`src/hdl/assert_macros.svh`:
```
// Assertion helpers; the module using them supplies clk and arst_n.
`ifndef ASSERT_MACROS_SVH
`define ASSERT_MACROS_SVH

// Condition must never be true outside reset.
`define ASSERT_NEVER(lbl, expr, msg) \
	lbl: assert property (@(posedge clk) disable iff (!arst_n) !(expr)) \
		else $error(msg);

// Antecedent implies consequent in the same cycle.
`define ASSERT_IMPLIES(lbl, ante, cons, msg) \
	lbl: assert property (@(posedge clk) disable iff (!arst_n) (ante) |-> (cons)) \
		else $error(msg);

`endif

```
`src/hdl/dr2s_pkg.sv`:
```
package dr2s_pkg;

	localparam int GRID_SIZE = 256;
	localparam int CW  = 9;                   // coordinate field width
	localparam int LW  = $clog2(GRID_SIZE);   // bits of a 0-based row/column
	localparam int IW  = LW + 2;              // walk index, reaches 2*GRID_SIZE
	localparam int AW  = 2 * LW;              // cell address
	localparam int SW  = 32;                  // sum width
	localparam int WW  = 16;                  // weight width
	localparam int PAW = 3;                   // APB address width
	localparam int RIW = PAW - 2;             // register index bits

	localparam logic [CW-1:0]  GRID_MAX       = CW'(GRID_SIZE);
	localparam logic [CW-1:0]  GRID_WIDTH_RST = CW'(256);
	localparam logic [RIW-1:0] REG_GRID_WIDTH = RIW'(0);

	localparam logic KIND_ADD   = 1'b0;
	localparam logic KIND_QUERY = 1'b1;

	typedef enum logic [2:0] {
		ST_CLEAR,
		ST_IDLE,
		ST_ARD,
		ST_AWR,
		ST_QSTART,
		ST_QRD,
		ST_QDRAIN,
		ST_QFIN
	} seq_state_t;

	typedef struct packed {
		logic          re;
		logic          we;
		logic [AW-1:0] addr;
		logic [SW-1:0] wdata;
	} mem_req_t;

	typedef struct packed {
		logic idle;
		logic clearing;
		logic adding;
	} seq_status_t;

	function automatic logic [IW-1:0] low_bit(input logic [IW-1:0] v);
		return v & (~v + IW'(1));
	endfunction

	// 1-based (i, j) to flat cell address
	function automatic logic [AW-1:0] cell_addr(input logic [IW-1:0] i,
		input logic [IW-1:0] j);
		logic [IW-1:0] im;
		logic [IW-1:0] jm;
		im = i - IW'(1);
		jm = j - IW'(1);
		return {im[LW-1:0], jm[LW-1:0]};
	endfunction

endpackage

```
`src/hdl/dr2s_seq.sv`:
```
module dr2s_seq import dr2s_pkg::*; (
	input  logic                 clk,
	input  logic                 arst_n,
	input  logic                 item_valid,
	output logic                 item_stall,
	input  logic                 kind,
	input  logic [CW-1:0]        x_a,
	input  logic [CW-1:0]        y_a,
	input  logic [CW-1:0]        x_b,
	input  logic [CW-1:0]        y_b,
	input  logic signed [WW-1:0] weight,
	input  logic [CW-1:0]        uw,
	output logic                 result_valid,
	input  logic                 result_stall,
	output logic signed [SW-1:0] rect_sum,
	output mem_req_t             mem_req,
	input  logic [SW-1:0]        mem_rdata,
	output seq_status_t          status
);

	seq_state_t state_q, state_d;
	logic [AW-1:0] clr_q, clr_d;
	logic          rd_s1, rd_d;
	logic          sub_s1, sub_d;
	logic          result_valid_q, load_res;

	logic [CW-1:0]        xa_q, ya_q, xb_q, yb_q;
	logic signed [WW-1:0] wt_q;
	logic [IW-1:0]        i_q, i_d, j_q, j_d;
	logic [1:0]           corner_q, corner_d;
	logic [SW-1:0]        acc_q, acc_d;
	logic signed [SW-1:0] rect_sum_q;

	logic          accept;
	logic [CW-1:0] xa_r, ya_r, xb_c, yb_c;
	logic          on_grid, empty;
	logic [CW-1:0] cx, cy;
	logic [IW-1:0] j_up, i_up, j_dn, i_dn;
	logic [SW-1:0] wt_ext;

	assign item_stall = (state_q != ST_IDLE);
	assign accept     = item_valid && !item_stall;

	always_comb begin
		xa_r    = (x_a == '0) ? CW'(1) : x_a;
		ya_r    = (y_a == '0) ? CW'(1) : y_a;
		xb_c    = (x_b > uw) ? uw : x_b;
		yb_c    = (y_b > uw) ? uw : y_b;
		on_grid = (x_a != '0) && (x_a <= uw) && (y_a != '0) && (y_a <= uw);
		empty   = (xa_r > xb_c) || (ya_r > yb_c);
		cx      = corner_q[0] ? (xa_q - CW'(1)) : xb_q;
		cy      = corner_q[1] ? (ya_q - CW'(1)) : yb_q;
		j_up    = j_q + low_bit(j_q);
		i_up    = i_q + low_bit(i_q);
		j_dn    = j_q - low_bit(j_q);
		i_dn    = i_q - low_bit(i_q);
		wt_ext  = {{(SW-WW){wt_q[WW-1]}}, wt_q};
	end

	always_comb begin
		state_d  = state_q;
		clr_d    = clr_q;
		i_d      = i_q;
		j_d      = j_q;
		corner_d = corner_q;
		rd_d     = 1'b0;
		sub_d    = sub_s1;
		load_res = 1'b0;
		acc_d    = rd_s1 ? (sub_s1 ? acc_q - mem_rdata : acc_q + mem_rdata) : acc_q;
		mem_req  = '{re: 1'b0, we: 1'b0, addr: cell_addr(i_q, j_q), wdata: '0};

		case (state_q)
			ST_CLEAR: begin
				mem_req.we   = 1'b1;
				mem_req.addr = clr_q;
				clr_d        = clr_q + AW'(1);
				if (clr_q == '1) begin
					state_d = ST_IDLE;
				end
			end
			ST_IDLE: begin
				if (accept) begin
					if (kind == KIND_QUERY) begin
						acc_d    = '0;
						corner_d = 2'd0;
						state_d  = empty ? ST_QFIN : ST_QSTART;
					end else if (on_grid) begin
						i_d     = IW'(xa_r);
						j_d     = IW'(ya_r);
						state_d = ST_ARD;
					end
				end
			end
			ST_ARD: begin
				mem_req.re = 1'b1;
				state_d    = ST_AWR;
			end
			ST_AWR: begin
				mem_req.we    = 1'b1;
				mem_req.wdata = mem_rdata + wt_ext;
				state_d       = ST_ARD;
				if (j_up <= IW'(GRID_SIZE)) begin
					j_d = j_up;
				end else if (i_up <= IW'(GRID_SIZE)) begin
					i_d = i_up;
					j_d = IW'(ya_q);
				end else begin
					state_d = ST_IDLE;
				end
			end
			ST_QSTART: begin
				if (cx == '0 || cy == '0) begin
					if (corner_q == 2'd3) begin
						state_d = ST_QDRAIN;
					end else begin
						corner_d = corner_q + 2'd1;
					end
				end else begin
					i_d     = IW'(cx);
					j_d     = IW'(cy);
					state_d = ST_QRD;
				end
			end
			ST_QRD: begin
				mem_req.re = 1'b1;
				rd_d       = 1'b1;
				sub_d      = corner_q[0] ^ corner_q[1];
				if (j_dn != '0) begin
					j_d = j_dn;
				end else if (i_dn != '0) begin
					i_d = i_dn;
					j_d = IW'(cy);
				end else if (corner_q == 2'd3) begin
					state_d = ST_QDRAIN;
				end else begin
					corner_d = corner_q + 2'd1;
					state_d  = ST_QSTART;
				end
			end
			ST_QDRAIN: begin
				state_d = ST_QFIN;
			end
			ST_QFIN: begin
				if (!result_valid_q || !result_stall) begin
					load_res = 1'b1;
					state_d  = ST_IDLE;
				end
			end
			default: begin
				state_d = ST_IDLE;
			end
		endcase
	end

	always_ff @(posedge clk or negedge arst_n) begin
		if (!arst_n) begin
			state_q        <= ST_CLEAR;
			clr_q          <= '0;
			rd_s1          <= 1'b0;
			result_valid_q <= 1'b0;
		end else begin
			state_q <= state_d;
			clr_q   <= clr_d;
			rd_s1   <= rd_d;
			if (load_res) begin
				result_valid_q <= 1'b1;
			end else if (!result_stall) begin
				result_valid_q <= 1'b0;
			end
		end
	end

	always_ff @(posedge clk) begin
		if (accept) begin
			xa_q <= xa_r;
			ya_q <= ya_r;
			xb_q <= xb_c;
			yb_q <= yb_c;
			wt_q <= weight;
		end
		i_q      <= i_d;
		j_q      <= j_d;
		corner_q <= corner_d;
		sub_s1   <= sub_d;
		acc_q    <= acc_d;
		if (load_res) begin
			rect_sum_q <= $signed(acc_q);
		end
	end

	assign result_valid    = result_valid_q;
	assign rect_sum        = rect_sum_q;
	assign status.idle     = (state_q == ST_IDLE);
	assign status.clearing = (state_q == ST_CLEAR);
	assign status.adding   = (state_q == ST_ARD) || (state_q == ST_AWR);

endmodule
```
`config.mk`:
```
export PLATFORM = sky130hd
export DESIGN_NAME = dr2s_seq
export DESIGN_NICKNAME = d
export VERILOG_FILES = /design/src/hdl/assert_macros.svh /design/src/hdl/dr2s_pkg.sv /design/src/hdl/dr2s_seq.sv
export SDC_FILE = /design/constraint.sdc
export NUM_CORES = 1
export LEC_CHECK = 0
export ABC_CLOCK_PERIOD_IN_PS = 3790
export BUFFER_PORTS_ARGS = -buffer_cell sky130_fd_sc_hd__buf_2
export CAP_MARGIN = 20
export CORE_UTILIZATION = 54
export CTS_CLUSTER_DIAMETER = 120
export DETAILED_ROUTE_END_ITERATION = 8
export PLACE_DENSITY = 0.81
export SLEW_MARGIN = 25
export SYNTH_ARGS = -nofsm -noshare
export SYNTH_HDL_FRONTEND = slang
export SYNTH_SLANG_ARGS = --single-unit
```
`constraint.sdc`:
```
create_clock -name clk -period 3.79 [get_ports clk]
set_input_delay 0.379 -clock clk [delete_from_list [all_inputs] [get_ports clk]]
set_output_delay 0.379 -clock clk [all_outputs]
set_load 0.005 [all_outputs]
```
Word level (Yosys, flattened, before mapping)
Cells that the tools add are included.
{ "totals": {"elab_cells": 158, "out_inout_bits": 87, "input_bits": 98, "register_bits": 160} }
{ "op_classes": {"muxes": 59, "eq_ne": 28, "n_reduce_logical": 28, "bitwise": 5, "order_cmp": 8, "add_sub_neg": 15} }
{ "op_table": {"columns": ["operator", "count"], "rows": [
  ["two-way mux 32 bit", 6],
  ["two-way mux 10 bit", 16],
  ["one-hot mux 10 bit (4 select lines)", 2],
  ["adder 32 bit", 2],
  ["two-way mux 9 bit", 6],
  ["greater-than comparator 9 bit", 4],
  ["logical NOT 9 bit", 4],
  ["subtractor 32 bit", 1],
  ["two-way mux 3 bit", 9],
  ["one-hot mux 3 bit (8 select lines)", 1],
  ["adder 10 x 1 -> 10 bit (second input constant)", 2],
  ["adder 10 bit", 2],
  ["bitwise AND 10 bit", 2],
  ["<= comparator 10 x 9 -> 1 bit (second input constant)", 2],
  ["two-way mux 2 bit", 10],
  ["inequality test 2 bit (second input constant)", 10],
  ["NOT 10 bit", 2],
  ["nonzero test 10 bit", 2],
  ["subtractor 10 bit", 2],
  ["<= comparator 9 bit", 2],
  ["nonzero test 9 bit", 2],
  ["subtractor 9 x 1 -> 9 bit (second input constant)", 2],
  ["adder 16 x 1 -> 16 bit (second input constant)", 1],
  ["equality test 16 bit (second input constant)", 1],
  ["other kinds (24)", 50]
]} }

Depth between registers and ports, before layout
Gate-level depths: netlist (run 1).
{ "depth": {"depth_word": 8, "ltp_mapped": 23, "mapped_depth_nobuf": 23} }

Worst setup path after synthesis (run 1)
No wires, ideal clock.
{ "synth_timing": {"path_type": "register to register", "startpoint": "register j_q[0]", "endpoint": "register i_q[0] (enable)", "stages_incl_launch_ff": 15, "required_ns": 3.386, "path_buffers": 1, "setup_time_ns": 0.404, "arrival_ns": 3.776, "path_slack_ns": -0.390, "cell_sequence": "edfxtp_1 inv_1 ha_1 inv_1 ha_1 o21a_1 nor2_1 a21oi_1 o21ai_0 a21oi_1 or4_1 o21ai_1 buf_4 a21oi_1 nor4_1"} }
{ "synth_between": {"elab_chain_len": 7} }
{ "synth_rtl": {"columns": ["element", "line_no", "text"], "rows": [
  ["start, declared", "dr2s_seq.sv:29", "logic [IW-1:0] i_q, i_d, j_q, j_d;"],
  ["start signal, assigned", "dr2s_seq.sv:182", "j_q <= j_d;"],
  ["NOT 10 bit", "dr2s_pkg.sv:45", "return v & (~v + IW'(1));"],
  ["adder 10 x 1 -> 10 bit", "dr2s_pkg.sv:45", null],
  ["bitwise AND 10 bit", "dr2s_pkg.sv:45", null],
  ["adder 10 bit / subtractor 10 bit (equally long branches)", "dr2s_seq.sv:53, dr2s_seq.sv:55", null],
  ["<= comparator 10 x 9 -> 1 bit / nonzero test 10 bit (equally long branches)", "dr2s_seq.sv:102, dr2s_seq.sv:128", null],
  ["inequality test 2 bit (no line)", null, null],
  ["AND reduction 9 bit (no line) *", null, null],
  ["end signal, assigned", "dr2s_seq.sv:181", "i_q <= i_d;"],
  ["end, declared", "dr2s_seq.sv:29", null]
]} }
Mark *: on every way between the ends. The rest lies on a longest branch, timed or not.
A chain may end at the register's enable or synchronous reset.

==> impl_metrics.ini, run 1 <==
[worst_hold_path]
holdPathEnd = wt_q[11]
min-delay-start = weight[11]
holdCritPathClass = input pin to register
whs_path_depth = 1

[floorplan]
rows = 58
die_h_um = 162
start_util_pct = 55.1
core_area_um2 = 25200
dieArea_um2 = 26300
fp.dieW_um = 162
ios = 185

[yosys]
netlist_area_um2 = 13900
synth_area_per_cell_um2 = 8.82
synth_edf_count = 107
syn_inst = 1573
ys_types = 93
synth_seq_cells = 160
synth_seq_area_share_pct = 31.6
ys_warn_count = 0
syn_nets = 1814
synthFlopType = edfxtp_1
async_flop_share_pct = 13.1

[global_route]
grt_max_degree = 45
grt.total_usage_pct = 31.7
grt-ovfl-total = 0
antenna_found_initial = 3
grt_pass1_wl_um = 66100
first_global_vias = 13600

[cells_and_area]
regArea_um2 = 4380
layout-drive-gt1-share_pct = 27.3
nets = 2164
multi_input_area_um2 = 9290
final_cell_count_no_fill = 2269
n_fill_cell = 1848
area_delta_synth_final_pct = 26.8

[pwr]
leakage_uw = 0.00782
p_sw_share_pct = 44.5
power-per-cell-area_nw_per_um2 = 799
p_sw_uw = 6250
ir_drop_uv = 593
seq_power_share_pct = 22.7
power_frac_comb_pct = 64.6
power_frac_clock_pct = 12.7
p_int_uw = 7800

[clock_network]
tritoncts = yes
clock_sinks = 160
htree_levels = 4
cts.clk_slew.worst_paths_ps = 70
clock_path_buffers = 2
cts_buffers = 17
clk_latency_ps = 440
cts_root_buf = clkbuf_16

[sta]
timing.slew.headroom_pct = 40.5
rsz0062_at_grt = yes
clock_skew_ps = 13.2
fmax_mhz = 265
hold_viol = 0
report.final.slew_viol_count = 0
tns_ps = 0
final-setup-viol-count = 0
tightestPinTransition_ps = 889
fin_crit_sh_pct = 99.5
period_minus_slack_ps = 3770

[placement]
dp_hpwl_um = 32000
portBuffers = 184
dp.cells = 2214
routabilityCongestion = 0.968

[status]
status = finished, final reports clean

[worst_setup_path]
cpPeakStageDelay_ps = 370
critical_path_class = register to output pin
cp_max_fo = 2
timing.rr.start = i_q[0]
start_kind = register
critPathTopFamily = compound AO/OA/AOI/OAI gates
cp_num_buf_inv = 2
end_kind = output pin
crit_path_cell_trace = ha_2 -> fa_2 -> a21o_1 -> a2bb2oi_2 -> o21ai_2 -> a221oi_2 -> buf_4 -> o211ai_1 -> a41oi_2 -> o21bai_1 -> a21oi_1 -> xor2_1 -> nor2_1 -> buf_2
critPathRequiredTime_ps = 3410
crit_path_top_delay_cell = edfxtp_1
worstPathArrival_ps = 3390
r2r-end = j_q[8]
r2r_slack_ps = 170
reg2regPathDepth = 14

[routing]
routedWlPerCell_um = 18.8
drt_wl_total_um = 42600
ant_nets = 0
viasPerCell = 6.15
vias = 14000
dr.pass1.iters = 6
drt_iter0_drc = 1625
drc = 0

[run]
max_cap_viol_count = 0
-- metal layers --
layer | part of all wire, % | vias to the layer above | global-route usage [%]
met5 | 0 | - | 0
met4 | 3.9 | 0 | 14.8
met3 | 8.7 | 141 | 5.46
met2 | 47 | 764 | 52.8
met1 | 41 | 6540 | 39.8
li1 | - | 6514 | -
-- worst max path at each step --
stage	start	to	slack (ps)	depth (start not counted)
final	wt_q[0]	mem_req[30]	20	14
after global routing	uw[1]	state_q[0]	-190	23
after CTS	uw[1]	state_q[1]	10	23
after detailed placement	uw[1]	state_q[1]	-500	23
after global placement	uw[1]	state_q[0]	-360	23
after floorplan	j_q[0]	i_q[0]	3	14
-- flip-flops by register name, indices dropped and copies added (netlist names), 2 cells and up --
signal    flops
wt_q         16
ya_q          9
j_q          10
yb_q          9
xb_q          9
corner_q      2
xa_q          9
clr_q        16
i_q          10
rect_sum     32
acc_q        32
state_q       3
-- power groups by stage --
stage,clock network (uW),logic (uW),registers (uW)
after floorplan,0,5880,2860
final,1790,9070,3190
after detailed placement,0,8510,3200
after CTS,1790,8640,3160
after global placement,0,8160,3160
after global routing,1860,9850,3250
-- cell usage after synthesis, types with 34 or more instances --
master	instances	area share, %
clkbuf_1	54	1.5
xor2_1	38	2.4
ha_1	141	13
edfxtp_1	107	23
o21ai_0	72	2.6
nor2_1	155	4.2
a21o_1	34	1.8
nor3_1	41	1.5
a21oi_1	119	4.3
mux2i_1	59	4.3
nand2_1	100	2.7
inv_1	81	2.2
nand3_1	37	1.3
xnor2_1	87	5.5
-- kinds of logic (layout without fill, tap and decap cells) --
logic type,Yosys count,in the layout,synth area share (%)
mux,65,65,4.74
simple gates,513,513,18.9
compound gates,415,415,19.5
flops,160,160,31.6
buf+inv,152,515,4.34
other cells,0,3,0
xor+xnor,125,125,7.89
fa+ha+maj,143,143,13.0
-- what timing repair did --
action                                  in CTS  in global routing
gates resized for setup                     17                 57
endpoints found under the setup margin      18                 36
pin swaps                                    7                 46
hold endpoints to repair                    21                  0
hold buffers                                 1                  0
buffers inserted                             5                 14
-- layout by cell type, fill, tap and decap left out, drive strengths merged, types with 6 or more instances in the layout --
| cell | n |
|---|---|
| a21oi | 119 |
| nor4 | 22 |
| nand2 | 100 |
| or3 | 13 |
| nand3 | 37 |
| a211oi | 14 |
| xnor2 | 87 |
| dfxtp | 32 |
| nor2b | 26 |
| o21a | 27 |
| buf | 400 |
| or2 | 10 |
| and2 | 15 |
| nor2 | 155 |
| nand4 | 19 |
| mux2i | 59 |
| edfxtp | 107 |
| o211ai | 13 |
| a21o | 34 |
| o21ai | 81 |
| nor3 | 41 |
| o22ai | 6 |
| clkbuf | 19 |
| xor2 | 38 |
| mux2 | 6 |
| dfrtp | 21 |
| and3 | 17 |
| nor3b | 9 |
| nand2b | 15 |
| o21bai | 12 |
| a31oi | 28 |
| inv | 86 |
| o221ai | 15 |
| o31ai | 9 |
| ha | 141 |
| a22oi | 6 |
| and4 | 8 |
-- metrics by stage --
step	util (%)	area (um2)	setup WS [ps]	total power (uW)	hold WS, ps
6_report	69.8	17600	20.0	14000	113
4_1_cts	68.2	17200	12.1	13600	103
3_3_place_gp	65.3	16400	-361	11300	380
3_5_place_dp	65.3	16400	-505	11700	384
5_1_grt	69.8	17600	-185	15000	104
2_1_floorplan	-	13900	2.94	8750	83.4
-- layout make-up --
| cell class | instances | area share [%] |
|---|---|---|
| Antenna cell | 3 | 0.0427 |
| Timing Repair Buffer | 401 | 14.8 |
| Clock inverter | 13 | 0.854 |
| Clock buffer | 19 | 2.52 |
| Tap cell | 330 | 2.35 |
| Inverter | 82 | 1.75 |
| Multi-Input combinational cell | 1261 | 52.8 |
| Sequential cell | 160 | 24.9 |
Note: power is estimated with default switching activity, not from simulation.
==> inputs of run 2 (changes only) <==
REMOVE_ABC_BUFFERS = 1   (was default)
==> impl_metrics.ini, run 2 (synthesized netlist as in run 1, its figures left out) <==
[status]
status = complete, but fails checks
violations = setup timing

[routing]
drt_iter0_drc = 1117
ant_nets = 0
routedWlPerCell_um = 18.5
viasPerCell = 6.10
drt_wl_total_um = 40400
vias = 13400
drc = 0
dr.pass1.iters = 6

[cells_and_area]
nets = 2086
layout-drive-gt1-share_pct = 24.0
regArea_um2 = 4380
multi_input_area_um2 = 9240
final_cell_count_no_fill = 2189
layout_common_cells = buf_2, nor2_1, buf_4, ha_1, a21oi_1
final_common_cell = buf_2
n_fill_cell = 1920
area_delta_synth_final_pct = 21.8

[placement]
portBuffers = 184
routabilityCongestion = 0.934
dp.cells = 2143
dp_hpwl_um = 30400

[sta]
timing.hold.ws_ps = 122
tightestPinTransition_ps = 1030
timing.slew.headroom_pct = 31.6
rsz0062_at_grt = yes
period_minus_slack_ps = 3800
report.final.slew_viol_count = 0
hold_viol = 0
fin_crit_sh_pct = 100
finalWorstSetupSlack_ps = -9.94
fmax_mhz = 263
tns_ps = -9.94
clock_skew_ps = 15.9
final-setup-viol-count = 1

[floorplan]
ios = 185
start_util_pct = 55.1
fp.dieW_um = 162
dieArea_um2 = 26300
rows = 58
die_h_um = 162
core_area_um2 = 25200

[worst_hold_path]
holdCritPathClass = input pin to register

[worst_setup_path]
crit_path_cell_trace = buf_8 -> inv_6 -> ha_4 -> nor2b_4 -> o21a_1 -> o21a_1 -> o21a_1 -> o21a_1 -> o21a_1 -> o21ai_2 -> a21oi_4 -> mux2i_1 -> ha_1 -> a211o_1 -> o21ai_2 -> a21oi_2 -> a211oi_2 -> o22ai_2 -> a31oi_1 -> nor2_1 -> o31ai_1 -> o21ai_1
start_kind = input pin
cp_max_fo = 4
cpPeakStageDelay_ps = 340
critPathTopFamily = compound AO/OA/AOI/OAI gates
end_kind = register
crit_path_top_delay_cell = a211o_1
cp_num_buf_inv = 2
critical_path_class = input pin to register
critPathRequiredTime_ps = 4090
worstPathArrival_ps = 4100
crit_top_cell = o21a_1

[clock_network]
htree_levels = 4
clk_latency_ps = 440
tritoncts = yes
clock_sinks = 160
cts_buffers = 17
cts_root_buf = clkbuf_16
cts.clk_slew.worst_paths_ps = 60
clock_path_buffers = 2

[global_route]
grt-ovfl-total = 0
grt_pass1_wl_um = 63500
grt.total_usage_pct = 30.1
antenna_found_initial = 2
grt_max_degree = 53
first_global_vias = 13000

[pwr]
leakage_uw = 0.00744
power-per-cell-area_nw_per_um2 = 794
ir_drop_uv = 539

[run]
max_cap_viol_count = 0
[run 2: cell count changes in the layout (fill, tap and decap cells not counted), moves of 3 or more]
cell,delta
ha_1,+4
ha_4,-4
o21ai_1,-3
mux2i_2,-4
mux2i_1,+4
buf_12,-3
buf_4,-75
o21ai_2,+3
[run 2: routing by layer]
| layer | wire length [um] | vias up | GRT usage (%) |
|---|---|---|---|
| met5 | 11 | - | 0 |
| met4 | 1400 | 2 | 12.3 |
| met3 | 2580 | 108 | 4.88 |
| met2 | 20200 | 564 | 53.7 |
| met1 | 16200 | 6336 | 35.7 |
| li1 | - | 6341 | - |
[run 2: timing repair]
item | CTS | global route
endpoints found under the setup margin | 7 | 40
gates resized for setup | 16 | 67
pin swaps | 4 | 43
hold buffers | 1 | 0
hold endpoints to repair | 21 | 0
buffers inserted | 3 | 8
gates cloned | 0 | 1
[run 2: layout make-up]
| cell class | instances | share of cell area (%) |
|---|---|---|
| Multi-Input combinational cell | 1261 | 54.7 |
| Sequential cell | 160 | 25.9 |
| Timing Repair Buffer | 323 | 11.7 |
| Clock buffer | 22 | 2.75 |
| Tap cell | 330 | 2.44 |
| Inverter | 82 | 1.85 |
| Clock inverter | 10 | 0.592 |
| Antenna cell | 1 | 0.0148 |
[run 2: report_power, final]
group,internal [uW],leakage (uW),switching (uW),total (uW)
logic,3830,0.00563,4610,8440
registers,2550,0.00154,736,3290
clock network,947,0.000269,738,1690
total,7320,0.00744,6080,13400
[run 2: worst paths after layout]
check / from / to / slack (ps) / cells after the start
hold / removal: weight[10] / wt_q[10] / 120 / 1
min in group asynchronous: arst_n / result_valid / 440 / 2
max in group asynchronous: arst_n / rd_s1 / 2950 / 2
hold reg to reg: acc_q[12] / rect_sum[12] / 470 / 0
setup / recovery: uw[1] / state_q[0] / -10 / 22
setup reg to reg: sub_s1 / acc_q[28] / 160 / 13
[run 2: per-stage QoR]
stage | setup WS [ps] | util, % | total power (uW) | cell area (um2)
2_1_floorplan | -738 | - | 8570 | 13600
3_3_place_gp | -576 | 63.1 | 10800 | 15900
3_5_place_dp | -730 | 63.1 | 11100 | 15900
4_1_cts | 12.8 | 65.7 | 13000 | 16500
5_1_grt | -174 | 67.1 | 14300 | 16900
6_report | -9.94 | 67.1 | 13400 | 16900
